--- src/rtl/aldb_pkg.sv ---
// shared types, constants and register codes of the ladder keypad decoder
package aldb_pkg;

	localparam int ADC_W         = 10;
	localparam int TIME_W        = 32;
	localparam int IDX_W         = 2;
	localparam int BIU_W         = 3;
	localparam int TICKS_W       = 16;
	localparam int SAMPLES_W     = 8;
	localparam int NUM_LEVELS    = 4;
	localparam int CFG_IDX_W     = 3;
	localparam int CFG_DATA_W    = 16;

	localparam int NUM_BUTTONS_DEF   = 4;
	localparam int WINDOW_MARGIN_DEF = 20;
	localparam int QUEUE_DEPTH       = 2;

	localparam logic [TICKS_W-1:0]   DEBOUNCE_RST = TICKS_W'(25);
	localparam logic [TICKS_W-1:0]   INTERVAL_RST = TICKS_W'(15);
	localparam logic [SAMPLES_W-1:0] REQUIRED_RST = SAMPLES_W'(4);
	localparam logic [SAMPLES_W-1:0] SAMPLES_MAX  = '1;

	localparam logic [CFG_IDX_W-1:0] REG_LEVEL_0   = 3'd0;
	localparam logic [CFG_IDX_W-1:0] REG_LEVEL_1   = 3'd1;
	localparam logic [CFG_IDX_W-1:0] REG_LEVEL_2   = 3'd2;
	localparam logic [CFG_IDX_W-1:0] REG_LEVEL_3   = 3'd3;
	localparam logic [CFG_IDX_W-1:0] REG_IN_USE    = 3'd4;
	localparam logic [CFG_IDX_W-1:0] REG_DEBOUNCE  = 3'd5;
	localparam logic [CFG_IDX_W-1:0] REG_INTERVAL  = 3'd6;
	localparam logic [CFG_IDX_W-1:0] REG_REQUIRED  = 3'd7;

	typedef struct packed {
		logic [NUM_LEVELS-1:0][ADC_W-1:0] level;
		logic [BIU_W-1:0]                 buttons_in_use;
		logic [TICKS_W-1:0]               debounce_ticks;
		logic [TICKS_W-1:0]               report_interval_ticks;
		logic [SAMPLES_W-1:0]             required_samples;
	} cfg_t;

	typedef struct packed {
		logic              hit;
		logic [IDX_W-1:0]  button;
		logic [TIME_W-1:0] event_time;
	} decoded_t;

	localparam int DECODED_W = $bits(decoded_t);

endpackage

--- src/rtl/aldb_ifs.sv ---
// handshake channel interfaces: samples, results, register writes
interface aldb_sample_if import aldb_pkg::*; ();
	logic              valid;
	logic              ready;
	logic [TIME_W-1:0] event_time;
	logic [ADC_W-1:0]  adc_sample;

	modport source (output valid, output event_time, output adc_sample, input ready);
	modport sink (input valid, input event_time, input adc_sample, output ready);
endinterface

interface aldb_result_if import aldb_pkg::*; ();
	logic             valid;
	logic             ready;
	logic             pressed;
	logic [IDX_W-1:0] button_index;

	modport source (output valid, output pressed, output button_index, input ready);
	modport sink (input valid, input pressed, input button_index, output ready);
endinterface

interface aldb_cfg_if import aldb_pkg::*; ();
	logic                  valid;
	logic                  ready;
	logic [CFG_IDX_W-1:0]  index;
	logic [CFG_DATA_W-1:0] wdata;

	modport source (output valid, output index, output wdata, input ready);
	modport sink (input valid, input index, input wdata, output ready);
endinterface

--- src/rtl/aldb_front.sv ---
// front end: window check and nearest-level match of each sample
module aldb_front import aldb_pkg::*; #(
	parameter int NUM_BUTTONS   = NUM_BUTTONS_DEF,
	parameter int WINDOW_MARGIN = WINDOW_MARGIN_DEF
) (
	aldb_sample_if.sink in,
	input  cfg_t        cfg,
	input  logic        full,
	output logic        push,
	output decoded_t    push_data
);

	localparam int SW = $clog2((2 ** ADC_W) + WINDOW_MARGIN);

	logic [BIU_W-1:0]                  n_active;
	logic [ADC_W-1:0]                  lo;
	logic [ADC_W-1:0]                  hi;
	logic [NUM_BUTTONS-1:0][ADC_W-1:0] level_dist;
	logic [ADC_W-1:0]                  best_dist;
	logic [IDX_W-1:0]                  best;
	logic                              below;
	logic                              above;

	always_comb begin
		n_active = (cfg.buttons_in_use > BIU_W'(NUM_BUTTONS)) ? BIU_W'(NUM_BUTTONS)
			: cfg.buttons_in_use;
		lo = cfg.level[0];
		hi = cfg.level[0];
		for (int i = 1; i < NUM_BUTTONS; i++) begin
			if (BIU_W'(i) < n_active) begin
				if (cfg.level[i] < lo) lo = cfg.level[i];
				if (cfg.level[i] > hi) hi = cfg.level[i];
			end
		end
		for (int i = 0; i < NUM_BUTTONS; i++) begin
			level_dist[i] = (in.adc_sample >= cfg.level[i]) ? in.adc_sample - cfg.level[i]
				: cfg.level[i] - in.adc_sample;
		end
		best      = '0;
		best_dist = level_dist[0];
		for (int i = 1; i < NUM_BUTTONS; i++) begin
			if (BIU_W'(i) < n_active && level_dist[i] < best_dist) begin
				best_dist = level_dist[i];
				best      = IDX_W'(i);
			end
		end
	end

	assign below = (SW'(in.adc_sample) + SW'(WINDOW_MARGIN)) < SW'(lo);
	assign above = SW'(in.adc_sample) > (SW'(hi) + SW'(WINDOW_MARGIN));

	assign push                 = in.valid && !full;
	assign in.ready             = !full;
	assign push_data.hit        = (n_active != '0) && !below && !above;
	assign push_data.button     = best;
	assign push_data.event_time = in.event_time;

endmodule

--- src/rtl/aldb_queue.sv ---
// short fifo between decode and debounce
module aldb_queue #(
	parameter int WIDTH = 8,
	parameter int DEPTH = 2
) (
	input  logic             clk,
	input  logic             arst_n,
	input  logic             push,
	input  logic [WIDTH-1:0] push_data,
	output logic             full,
	input  logic             pop,
	output logic             pop_valid,
	output logic [WIDTH-1:0] pop_data
);

	localparam int PW = (DEPTH > 1) ? $clog2(DEPTH) : 1;
	localparam int CW = $clog2(DEPTH + 1);

	logic [DEPTH-1:0][WIDTH-1:0] mem_q;
	logic [PW-1:0]               wr_ptr_q;
	logic [PW-1:0]               rd_ptr_q;
	logic [CW-1:0]               count_q;
	logic                        do_push;
	logic                        do_pop;

	assign full      = count_q == CW'(DEPTH);
	assign pop_valid = count_q != '0;
	assign pop_data  = mem_q[rd_ptr_q];
	assign do_push   = push && !full;
	assign do_pop    = pop && pop_valid;

	always_ff @(posedge clk or negedge arst_n) begin
		if (!arst_n) begin
			wr_ptr_q <= '0;
			rd_ptr_q <= '0;
			count_q  <= '0;
		end else begin
			if (do_push) wr_ptr_q <= (wr_ptr_q == PW'(DEPTH - 1)) ? '0 : wr_ptr_q + 1'b1;
			if (do_pop) rd_ptr_q <= (rd_ptr_q == PW'(DEPTH - 1)) ? '0 : rd_ptr_q + 1'b1;
			if (do_push && !do_pop) count_q <= count_q + 1'b1;
			else if (do_pop && !do_push) count_q <= count_q - 1'b1;
		end
	end

	always_ff @(posedge clk) begin
		if (do_push) mem_q[wr_ptr_q] <= push_data;
	end

endmodule

--- src/rtl/aldb_back.sv ---
// back end: debounce state, report decision and output register
module aldb_back import aldb_pkg::*; (
	input  logic          clk,
	input  logic          arst_n,
	input  cfg_t          cfg,
	input  logic          q_valid,
	input  decoded_t      q_data,
	output logic          pop,
	aldb_result_if.source out
);

	logic [IDX_W-1:0]     last_idx_q;
	logic                 last_valid_q;
	logic [TIME_W-1:0]    start_q;
	logic [TIME_W-1:0]    report_q;
	logic [SAMPLES_W-1:0] stable_q;
	logic                 out_valid_q;
	logic                 pressed_q;
	logic [IDX_W-1:0]     button_q;

	logic                 same;
	logic [SAMPLES_W-1:0] stable_next;
	logic [TIME_W-1:0]    start_next;
	logic [TIME_W-1:0]    since_start;
	logic [TIME_W-1:0]    since_report;
	logic                 fire;

	assign pop = q_valid && (!out_valid_q || out.ready);

	always_comb begin
		same         = last_valid_q && (last_idx_q == q_data.button);
		stable_next  = !same ? '0 : (stable_q == SAMPLES_MAX) ? stable_q : stable_q + 1'b1;
		start_next   = same ? start_q : q_data.event_time;
		since_start  = q_data.event_time - start_next;
		since_report = q_data.event_time - report_q;
		fire = q_data.hit && same
			&& since_start >= TIME_W'(cfg.debounce_ticks)
			&& since_report >= TIME_W'(cfg.report_interval_ticks)
			&& stable_next >= cfg.required_samples;
	end

	always_ff @(posedge clk or negedge arst_n) begin
		if (!arst_n) begin
			last_idx_q   <= '0;
			last_valid_q <= 1'b0;
			start_q      <= '0;
			report_q     <= '0;
			stable_q     <= '0;
			out_valid_q  <= 1'b0;
		end else begin
			if (pop) begin
				out_valid_q <= 1'b1;
				if (q_data.hit) begin
					last_idx_q   <= q_data.button;
					last_valid_q <= 1'b1;
					start_q      <= start_next;
					stable_q     <= stable_next;
					if (fire) report_q <= q_data.event_time;
				end
			end else if (out.ready) begin
				out_valid_q <= 1'b0;
			end
		end
	end

	always_ff @(posedge clk) begin
		if (pop) begin
			pressed_q <= fire;
			button_q  <= fire ? q_data.button : '0;
		end
	end

	assign out.valid        = out_valid_q;
	assign out.pressed      = pressed_q;
	assign out.button_index = button_q;

endmodule

--- src/rtl/adc_ladder_button_debouncer.sv ---
// top level: register file, decode front, queue and debounce back
//
//  channel | dir | beat holds                      | accepted when
//  in      | in  | event_time, adc_sample          | in.valid && in.ready
//  out     | out | pressed, button_index           | out.valid && out.ready
//  cfg     | in  | index, wdata                    | cfg.valid && cfg.ready
//
// one beat per cycle while out is ready; a result leaves from the output register
// decode is combinational logic in front of a two-entry queue, debounce updates
// state and the output register in the cycle it pops the queue
// out stalls fill the queue, then in.ready drops; cfg is always ready
// asynchronous reset clears the registers to their defaults and the debounce state
module adc_ladder_button_debouncer import aldb_pkg::*; #(
	parameter int NUM_BUTTONS   = NUM_BUTTONS_DEF,
	parameter int WINDOW_MARGIN = WINDOW_MARGIN_DEF
) (
	input  logic          clk,
	input  logic          arst_n,
	aldb_sample_if.sink   in,
	aldb_result_if.source out,
	aldb_cfg_if.sink      cfg
);

	cfg_t     cfg_q;
	logic     full;
	logic     push;
	decoded_t push_data;
	logic     pop;
	logic     q_valid;
	decoded_t q_data;

	assign cfg.ready = 1'b1;

	always_ff @(posedge clk or negedge arst_n) begin
		if (!arst_n) begin
			cfg_q.level                 <= '0;
			cfg_q.buttons_in_use        <= '0;
			cfg_q.debounce_ticks        <= DEBOUNCE_RST;
			cfg_q.report_interval_ticks <= INTERVAL_RST;
			cfg_q.required_samples      <= REQUIRED_RST;
		end else if (cfg.valid) begin
			unique case (cfg.index)
				REG_LEVEL_0, REG_LEVEL_1, REG_LEVEL_2, REG_LEVEL_3: begin
					cfg_q.level[cfg.index[IDX_W-1:0]] <= cfg.wdata[ADC_W-1:0];
				end
				REG_IN_USE:   cfg_q.buttons_in_use        <= cfg.wdata[BIU_W-1:0];
				REG_DEBOUNCE: cfg_q.debounce_ticks        <= cfg.wdata[TICKS_W-1:0];
				REG_INTERVAL: cfg_q.report_interval_ticks <= cfg.wdata[TICKS_W-1:0];
				REG_REQUIRED: cfg_q.required_samples      <= cfg.wdata[SAMPLES_W-1:0];
				default: ;
			endcase
		end
	end

	aldb_front #(
		.NUM_BUTTONS   (NUM_BUTTONS),
		.WINDOW_MARGIN (WINDOW_MARGIN)
	) u_front (
		.in        (in),
		.cfg       (cfg_q),
		.full      (full),
		.push      (push),
		.push_data (push_data)
	);

	aldb_queue #(
		.WIDTH (DECODED_W),
		.DEPTH (QUEUE_DEPTH)
	) u_queue (
		.clk       (clk),
		.arst_n    (arst_n),
		.push      (push),
		.push_data (push_data),
		.full      (full),
		.pop       (pop),
		.pop_valid (q_valid),
		.pop_data  (q_data)
	);

	aldb_back u_back (
		.clk     (clk),
		.arst_n  (arst_n),
		.cfg     (cfg_q),
		.q_valid (q_valid),
		.q_data  (q_data),
		.pop     (pop),
		.out     (out)
	);

endmodule

--- src/flat_wrapper.sv ---
// flat-port wrapper written by rule: the top's interface ports become plain ports
module adc_ladder_button_debouncer_flat import aldb_pkg::*;
#(
	parameter int NUM_BUTTONS   = NUM_BUTTONS_DEF,
	parameter int WINDOW_MARGIN = WINDOW_MARGIN_DEF
)
  (clk, arst_n, in_valid, in_event_time, in_adc_sample, in_ready, out_valid, out_pressed, out_button_index, out_ready, cfg_valid, cfg_index, cfg_wdata, cfg_ready);
  aldb_sample_if in_i ();
  aldb_result_if out_i ();
  aldb_cfg_if cfg_i ();
  input  logic clk;
  input  logic arst_n;
  input wire logic [$bits(in_i.valid)-1:0] in_valid;
  input wire logic [$bits(in_i.event_time)-1:0] in_event_time;
  input wire logic [$bits(in_i.adc_sample)-1:0] in_adc_sample;
  output wire logic [$bits(in_i.ready)-1:0] in_ready;
  output wire logic [$bits(out_i.valid)-1:0] out_valid;
  output wire logic [$bits(out_i.pressed)-1:0] out_pressed;
  output wire logic [$bits(out_i.button_index)-1:0] out_button_index;
  input wire logic [$bits(out_i.ready)-1:0] out_ready;
  input wire logic [$bits(cfg_i.valid)-1:0] cfg_valid;
  input wire logic [$bits(cfg_i.index)-1:0] cfg_index;
  input wire logic [$bits(cfg_i.wdata)-1:0] cfg_wdata;
  output wire logic [$bits(cfg_i.ready)-1:0] cfg_ready;
  assign in_i.valid = in_valid;
  assign in_i.event_time = in_event_time;
  assign in_i.adc_sample = in_adc_sample;
  assign in_ready = in_i.ready;
  assign out_valid = out_i.valid;
  assign out_pressed = out_i.pressed;
  assign out_button_index = out_i.button_index;
  assign out_i.ready = out_ready;
  assign cfg_i.valid = cfg_valid;
  assign cfg_i.index = cfg_index;
  assign cfg_i.wdata = cfg_wdata;
  assign cfg_ready = cfg_i.ready;
  adc_ladder_button_debouncer #(.NUM_BUTTONS(NUM_BUTTONS), .WINDOW_MARGIN(WINDOW_MARGIN)) u_core (.clk(clk), .arst_n(arst_n), .in(in_i), .out(out_i), .cfg(cfg_i));
endmodule
--- config.mk ---
export PLATFORM = sky130hd
export DESIGN_NAME = adc_ladder_button_debouncer_flat
export DESIGN_NICKNAME = d
export VERILOG_FILES = /design/src/rtl/aldb_pkg.sv /design/src/rtl/aldb_ifs.sv /design/src/rtl/aldb_front.sv /design/src/rtl/aldb_queue.sv /design/src/rtl/aldb_back.sv /design/src/rtl/adc_ladder_button_debouncer.sv /design/src/flat_wrapper.sv
export SDC_FILE = /design/constraint.sdc
export NUM_CORES = 1
export LEC_CHECK = 0
export ABC_AREA = 1
export BUFFER_PORTS_ARGS = -buffer_cell sky130_fd_sc_hd__buf_2
export CAP_MARGIN = 30
export CORE_MARGIN = 1.5
export CORE_UTILIZATION = 55
export DETAILED_ROUTE_END_ITERATION = 10
export PLACE_DENSITY = 0.75
export SLEW_MARGIN = 20
export SYNTH_ARGS = -nofsm -noshare
export SYNTH_HDL_FRONTEND = slang
export SYNTH_SLANG_ARGS = --single-unit
--- constraint.sdc ---
create_clock -name clk -period 6.1 [get_ports clk]
set_clock_uncertainty 0.2 [all_clocks]
set_input_delay 1.22 -clock clk [delete_from_list [all_inputs] [get_ports clk]]
set_output_delay 1.22 -clock clk [all_outputs]
set_load 0.02 [all_outputs]
==> results of run 1 <==
worst paths after layout:
| kind | start | end | slack (ns) | cells past startpoint |
|---|---|---|---|---|
| worst max-delay path | in_adc_sample[3] | u_core.u_queue.mem_q[32] | -0.62 | 37 |
| worst min-delay path | u_core.u_back.report_q[13] | u_core.u_back.report_q[13] | 0.27 | 2 |
| worst max register to register | u_core.cfg_q[62] | u_core.u_queue.mem_q[34] | -0.23 | 44 |
| worst min register to register | u_core.u_back.report_q[13] | u_core.u_back.report_q[13] | 0.27 | 2 |
| max in group asynchronous | arst_n | u_core.u_back.start_q[2] | 4.05 | 2 |
| min in group asynchronous | arst_n | u_core.u_back.start_q[26] | 0.49 | 1 |
state kept, by name, summed over array words and instances, names as in the netlist:
name / cells
u_core.cfg_q: 83
u_core.u_back.last_idx_q: 2
u_core.u_back.last_valid_q: 1
u_core.u_back.out.button_index: 2
u_core.u_back.out.pressed: 1
u_core.u_back.out.valid: 1
u_core.u_back.report_q: 32
u_core.u_back.stable_q: 8
u_core.u_back.start_q: 32
u_core.u_queue.count_q: 2
u_core.u_queue.mem_q: 70
u_core.u_queue.rd_ptr_q: 1
u_core.u_queue.wr_ptr_q: 1
cell usage in the layout (no fill, tap or decap), types with 65 or more instances in the layout:
cell	instances
nand2_1	560
buf_4	339
inv_1	334
o21ai_0	306
ha_1	249
a21oi_1	185
dfrtp_1	154
nor2_1	94
nand3_1	93
edfxtp_1	73
buf_2	70
xor2_1	65
worst max-delay path: cells and delay by family:
| kind | cells | cell delay [ns] |
|---|---|---|
| AO/OA/AOI/OAI | 16 | 2.46 |
| buffers and inverters | 4 | 0.65 |
| multiplexers | 1 | 0.17 |
| adder cells (fa/ha/maj) | 4 | 1.13 |
| XOR/XNOR | 1 | 0.14 |
| AND/OR/NAND/NOR | 11 | 1.01 |
through the flow:
step	hold WS, ns	std cells
2_1_floorplan	0.223	2624
3_3_place_gp	0.238	3405
3_5_place_dp	0.250	3406
4_1_cts	0.266	3480
5_1_grt	0.288	3495
6_report	0.272	3495
what timing repair did:
action                                  CTS  global route
resized for setup                       119            90
pin swaps                                47            45
gates cloned                              5             0
setup buffers                            24            14
endpoints found under the setup margin    6            41
synthesized netlist by cell type, types with 4 or more instances:
cell / n
xnor2_1: 40
o21a_1: 9
nor2_1: 105
a31oi_1: 7
nand2_1: 589
inv_1: 353
a211oi_1: 12
or2_2: 33
nand2_4: 4
nand3_2: 4
nor3_1: 22
o31ai_1: 8
a21o_1: 6
a21oi_1: 197
edfxtp_1: 73
ha_1: 272
a221oi_1: 9
dfstp_2: 8
dfrtp_1: 155
mux2i_1: 11
o21bai_1: 14
nand3_1: 98
o21ai_2: 4
o221ai_1: 6
o21ai_1: 9
nor2_2: 6
nand2_2: 12
fa_1: 10
buf_2: 8
o211ai_1: 15
o21ai_0: 351
nand4_1: 17
clkbuf_1: 53
xor2_1: 67
nor4_1: 6
inv_2: 7
logic make-up after synthesis:
kind of cell | count (synthesis) | share of synthesized area [%]
buffers and inverters | 426 | 8.16
adders and majority gates | 282 | 18.1
other | 1 | 0.0188
DFF | 236 | 31.5
muxes | 14 | 0.721
xor gates and xnor gates | 107 | 4.70
AOI/OAI and AO/OA | 658 | 17.9
and+or+nand+nor | 900 | 19.0
area by class of cell:
class	instances	area, um2
Tap cell	461	577
Inverter	361	1360
Fill cell	2872	10500
Sequential cell	236	6280
Clock buffer	34	732
Multi-Input combinational cell	1965	12900
Clock inverter	11	163
Timing Repair Buffer	427	3130
routing by layer:
metal	global-route usage (%)	vias up
met4	10.3	8
met2	51.5	755
li1	-	9563
met1	47.4	9249
met3	7.86	145
met5	0	-
==> summary.md, run 1 <==
| Metric | Value |
|---|---|
| Outcome | finished with violations |
| Failing checks | DRC, setup timing |
| Via/cell ratio | about 5.6 |
| I/O pin count | between 70 and 80 |
| Post-DP HPWL | ~50000 um |
| Die ar. | ~37000 um2 |
| H-Tree Depth | 1 |
| # setup viols final | 6 |
| Detailed Routing Iterations Pass 1 | 9 |
| First-pass GRT wire length | 101000 um |
| Nets | about 3400 |
| Crit share post-route | 110% |
| Sinks on the clock net | around 240 |
| Pin count of the biggest net entering global routing | 65 |
| Drt drc | 2 |
| Grt total ovfl | 0 |
| Uppermost layer routed | met5 |
| CP max FO | 8 |
| Worst Setup End Kind | flip-flop |
| Yosys reg bits | about 240 |
| Routed Antenna Nets | 0 |
| Area Overhead vs Synth | 26.1% |
| Synthesized cell area | about 20000 um2 |
| Startpoint types | primary input |
| Die X | about 190 um |
| Max Freq | ~150 MHz |
| CTS tree | done |
| Row count | 69 |
| Syn. warnings | 0 |
| Final Cell Area | 25200 um2 |
| Post-synth ARST share | 69.1% |
| GP Congestion | about 1 |
| Top cells by area, synth | dfrtp_1 19%, ha_1 17%, nand2_1 11% |
| Mean Syn Cell Area | between 7 and 8 um2 |
| Vias in the first global route | roughly 19000 |
| Routed wire per std cell | 18.4 um |
| Post-synth top area cell | dfrtp_1 |
| Post-synthesis sequential area ratio | a little under a third |
| Setup TNS | -2.86 ns |
| Slew margin rel. | between 40% and 50% |
| Yosys cell types | 53 |
| TritonCTS Buffers | 25 |
| Antenna violations before repair | 5 |
| Critical path type | primary input to flip-flop |
| CP max stage cell | ha_1 |
| DR iter-0 viols | 1734 |
| Post-CTS Hold Buffers | 0 |
| Data required, critical path | 6.16 ns |
| Max Slew Vio Count | 0 |
| Hold crit path type | flip-flop to flip-flop |
| RSZ-0062 raised after global routing | true |
| GRT Overall Usage | about a third |
| WL met1 | between 20000 and 30000 um |
| Met3 routed WL | roughly 5700 um |
| Synth top area share | roughly a fifth |
| Final Hold Fails | 0 |
| Post-synth EDFFs | 73 |
| Minimum clock period | about 6.7 ns |
| Fraction of layout cells with a size suffix above 1 | 22.8% |
| Vias | 19700 |
| Die Ht | a little under 200 um |
| Worst path arrival time | a little under 7 ns |
| Worst path max stage delay | between 0.3 and 0.4 ns |
| Min setup slack post-route | -0.619 ns |
| Syn Nets | just under 3000 |
| Post-synthesis cell count | approximately 2600 |
| Worst-Skew Late Latency | roughly 0.54 ns |
| Clock root buffer | clkbuf_16 |
| Setup Slack @ Placement | -1.23 ns |
| Starting density of the core | a little under three fifths |
| Maximum clock path buffer count | 3 |
| Worst-Margin Slew | 0.866 ns |
| Port bufs | 70 |
| Crit-path most repeated cell | nand2_1 |
| Max-Cap Viols | 0 |
| Core ar. | about 36000 um2 |
| Met2 wire length | ~27000 um |
| Post-synth top flop | dfrtp_1 |
| Placed Area | between 20000 and 25000 um2 |
| Clk slew on worst S/H paths | 0.06 ns |
| Routed wire length | 64400 um |
| Ant. Diodes | 0 |
| Layout Utilization | 70.6% |
Power of run 1 is not shown: default switching activity piles up to over one toggle a cycle in this logic, so the estimate is an artifact.
==> inputs of run 2 (changes only) <==
CORE_MARGIN = 2   (was 1.5)
==> run 2 against run 1 <==
Net effect:
- the run still ends with DRC, setup timing left
- sequential share of layout area rose by 0.27 points
- global-route usage increased by 0.24 points
- register-to-register slack worse by 0.09 ns
- flip-flop and latch count stayed put
- final area is 1.1% lower
- fmax increased by 0.51%
- first-iteration DRC count fell by 6.7%
- critical path depth rose by 4
- via count is 0.48% lower
- cell count shrank 0.74%
- routed wire length grew 2.2%
- critical path type unchanged
- critical endpoint is now u_core.u_queue.mem_q[67]
- largest cell class unchanged
==> summary.md, run 2 (same netlist as run 1, synthesis figures left out) <==
| Metric | Value |
|---|---|
| Max Freq | 150 MHz (+0.51%) |
| Detailed Routing Iterations Pass 1 | 11 (+2) |
| Pin count of the biggest net entering global routing | 79 (+22%) |
| Routed wire per std cell | 19.0 um (+2.9%) |
| Die ar. | 37800 um2 (+1.0%) |
| Min setup slack post-route | -0.585 ns (+0.0344 ns) |
| Drt drc | 4 (+2) |
| Sinks on the clock net | 236 (unchanged) |
| First-pass GRT wire length | 101000 um (+0.60%) |
| Minimum clock period | 6.68 ns (-0.0344 ns) |
| Row count | 69 (unchanged) |
| Clock root buffer | clkbuf_16 |
| Area Overhead vs Synth | 24.7% |
| I/O pin count | 72 (unchanged) |
| Setup Slack @ Placement | -1.19 ns (+0.0431 ns) |
| # setup viols final | 6 (unchanged) |
| Post-placement cell count | 3385 (-0.62%) |
| Via/cell ratio | 5.66 (+0.26%) |
| Biggest registers after layout | u_core.cfg_q (83), u_core.u_queue.mem_q (70) |
| Core ar. | 35700 um2 (unchanged) |
| Routed Antenna Nets | 0 (unchanged) |
| Filler instances | 2967 (+3.3%) |
| Setup TNS | -2.98 ns (-0.120 ns) |
| Worst path max stage delay | 0.33 ns (about the same) |
| Fraction of layout cells with a size suffix above 1 | 22.2% (-0.65 points) |
| Most frequent cells in the layout | 556 x nand2_1, 337 x inv_1, 311 x buf_4 |
| Maximum clock path buffer count | 3 (unchanged) |
| Post-DP HPWL | 51700 um (+3.9%) |
| GRT Overall Usage | 34.0% (+0.24 points) |
| HP Start | u_core.u_back.report_q[12] |
| CP max FO | 8 (unchanged) |
| Worst path arrival time | 6.75 ns (-0.03 ns) |
| Final Hold Fails | 0 (unchanged) |
| Worst-Margin Slew | 0.868 ns (+0.00239 ns) |
| Grt total ovfl | 0 (unchanged) |
| Vias in the first global route | 18600 (-3.8%) |
| Most flops, register | u_core.cfg_q |
| Non-filler cells, final | 3469 (-0.74%) |
| Routed wire length | 65800 um (+2.2%) |
| Worst setup path start | in_adc_sample[0] |
| Port bufs | 70 (unchanged) |
| Die X | 194 um (+0.52%) |
| Crit share post-route | 110% (-0.56 points) |
| Max-Cap Viols | 0 (unchanged) |
| Post-CTS Hold Buffers | 0 (unchanged) |
| CTS tree | done |
| CP max stage cell | fa_2 |
| Critical path type | primary input to flip-flop |
| Max Slew Vio Count | 0 (unchanged) |
| Worst Setup End Kind | flip-flop |
| Antenna violations before repair | 2 (-3) |
| TritonCTS Buffers | 25 (unchanged) |
| Worst-Skew Late Latency | 0.54 ns (about the same) |
| RSZ-0062 raised after global routing | true |
| Max FFs per register | 83 (unchanged) |
| Crit-path most repeated cell | nand2_1 |
| Die Ht | 194 um (+0.52%) |
| H-Tree Depth | 1 (unchanged) |
| DR iter-0 viols | 1617 (-6.7%) |
| Nets | 3336 (-0.83%) |
| Clk slew on worst S/H paths | 0.06 ns (about the same) |
| Reg2reg start | u_core.cfg_q[46] |
| Data required, critical path | 6.17 ns (about the same) |
| Vias | 19600 (-0.48%) |
| Starting density of the core | 56.0% (unchanged) |
| Hold crit path type | flip-flop to flip-flop |
| Outcome | finished with violations |
| Failing checks | DRC, setup timing |
| Startpoint types | primary input |
| Slew margin rel. | 41.5% (-0.61 points) |
| GP Congestion | 0.959 (-3.3%) |
| Commonest non-fill, non-tap cell in the layout | nand2_1 |
run 2: cell types whose count changed in the layout (fill, tap and decap cells not counted), moves of 3 or more:
cell	before	now
buf_4	339	311
nand2_2	32	39
o21ai_1	37	31
o21ai_2	11	16
nand2_1	560	556
bufinv_16	4	1
inv_1	334	337
inv_2	24	21
run 2: through the flow:
step / cell area [um2] / hold WS, ns / utilization [%]
global placement: 22900 / 0.238 / 64.2
finish: 24900 / 0.276 / 69.8
floorplan: 20000 / 0.223 / -
global route: 24900 / 0.284 / 69.8
detailed placement: 22900 / 0.242 / 64.3
CTS: 24200 / 0.273 / 67.9
run 2: cell type report:
| class | count | area, um2 | share of cell area, % |
|---|---|---|---|
| flip-flops and latches | 236 | 6280 | 25.2 |
| clock buffers | 35 | 703 | 2.83 |
| inverters | 361 | 1370 | 5.49 |
| repair buffers | 399 | 2940 | 11.8 |
| multi-input cells | 1965 | 12900 | 52.0 |
| diodes | 2 | 5.00 | 0.0201 |
| clock inverters | 10 | 85.1 | 0.342 |
| well taps | 461 | 577 | 2.32 |
run 2: worst paths after layout:
path / cells past startpoint / slack, ns / end
max: 41 / -0.58 / u_core.u_queue.mem_q[67]
min: 2 / 0.28 / u_core.u_back.report_q[12]
min reg2reg: 2 / 0.28 / u_core.u_back.report_q[12]
max in group asynchronous: 2 / 3.99 / u_core.cfg_q[30]
max reg2reg: 43 / -0.32 / u_core.u_queue.mem_q[69]
min in group asynchronous: 1 / 0.56 / u_core.u_back.stable_q[7]
run 2: critical path, delay by kind of cell:
| kind | cells | cell delay [ns] |
|---|---|---|
| fa+ha+maj | 5 | 1.27 |
| buf+inv | 7 | 0.83 |
| mux | 1 | 0.18 |
| compound gates | 14 | 1.85 |
| simple gates | 13 | 1.23 |
| xor+xnor | 1 | 0.18 |
run 2: what timing repair did:
action                                  CTS  global route
endpoints found under the hold margin     0             0
resized for setup                        94           121
setup buffers                            21             9
gates cloned                              5             1
endpoints found under the setup margin    6            41
pin swaps                                30            64
run 2: layer usage:
layer / up-vias / routed length (um) / track usage (%)
met1: 9299 / 31200 / 50.6
met5: - / 0 / 0
met4: 0 / 1500 / 7.52
met2: 708 / 28100 / 51.5
li1: 9519 / - / -
met3: 99 / 5010 / 5.81
Power of run 2 is left out for the same reason.
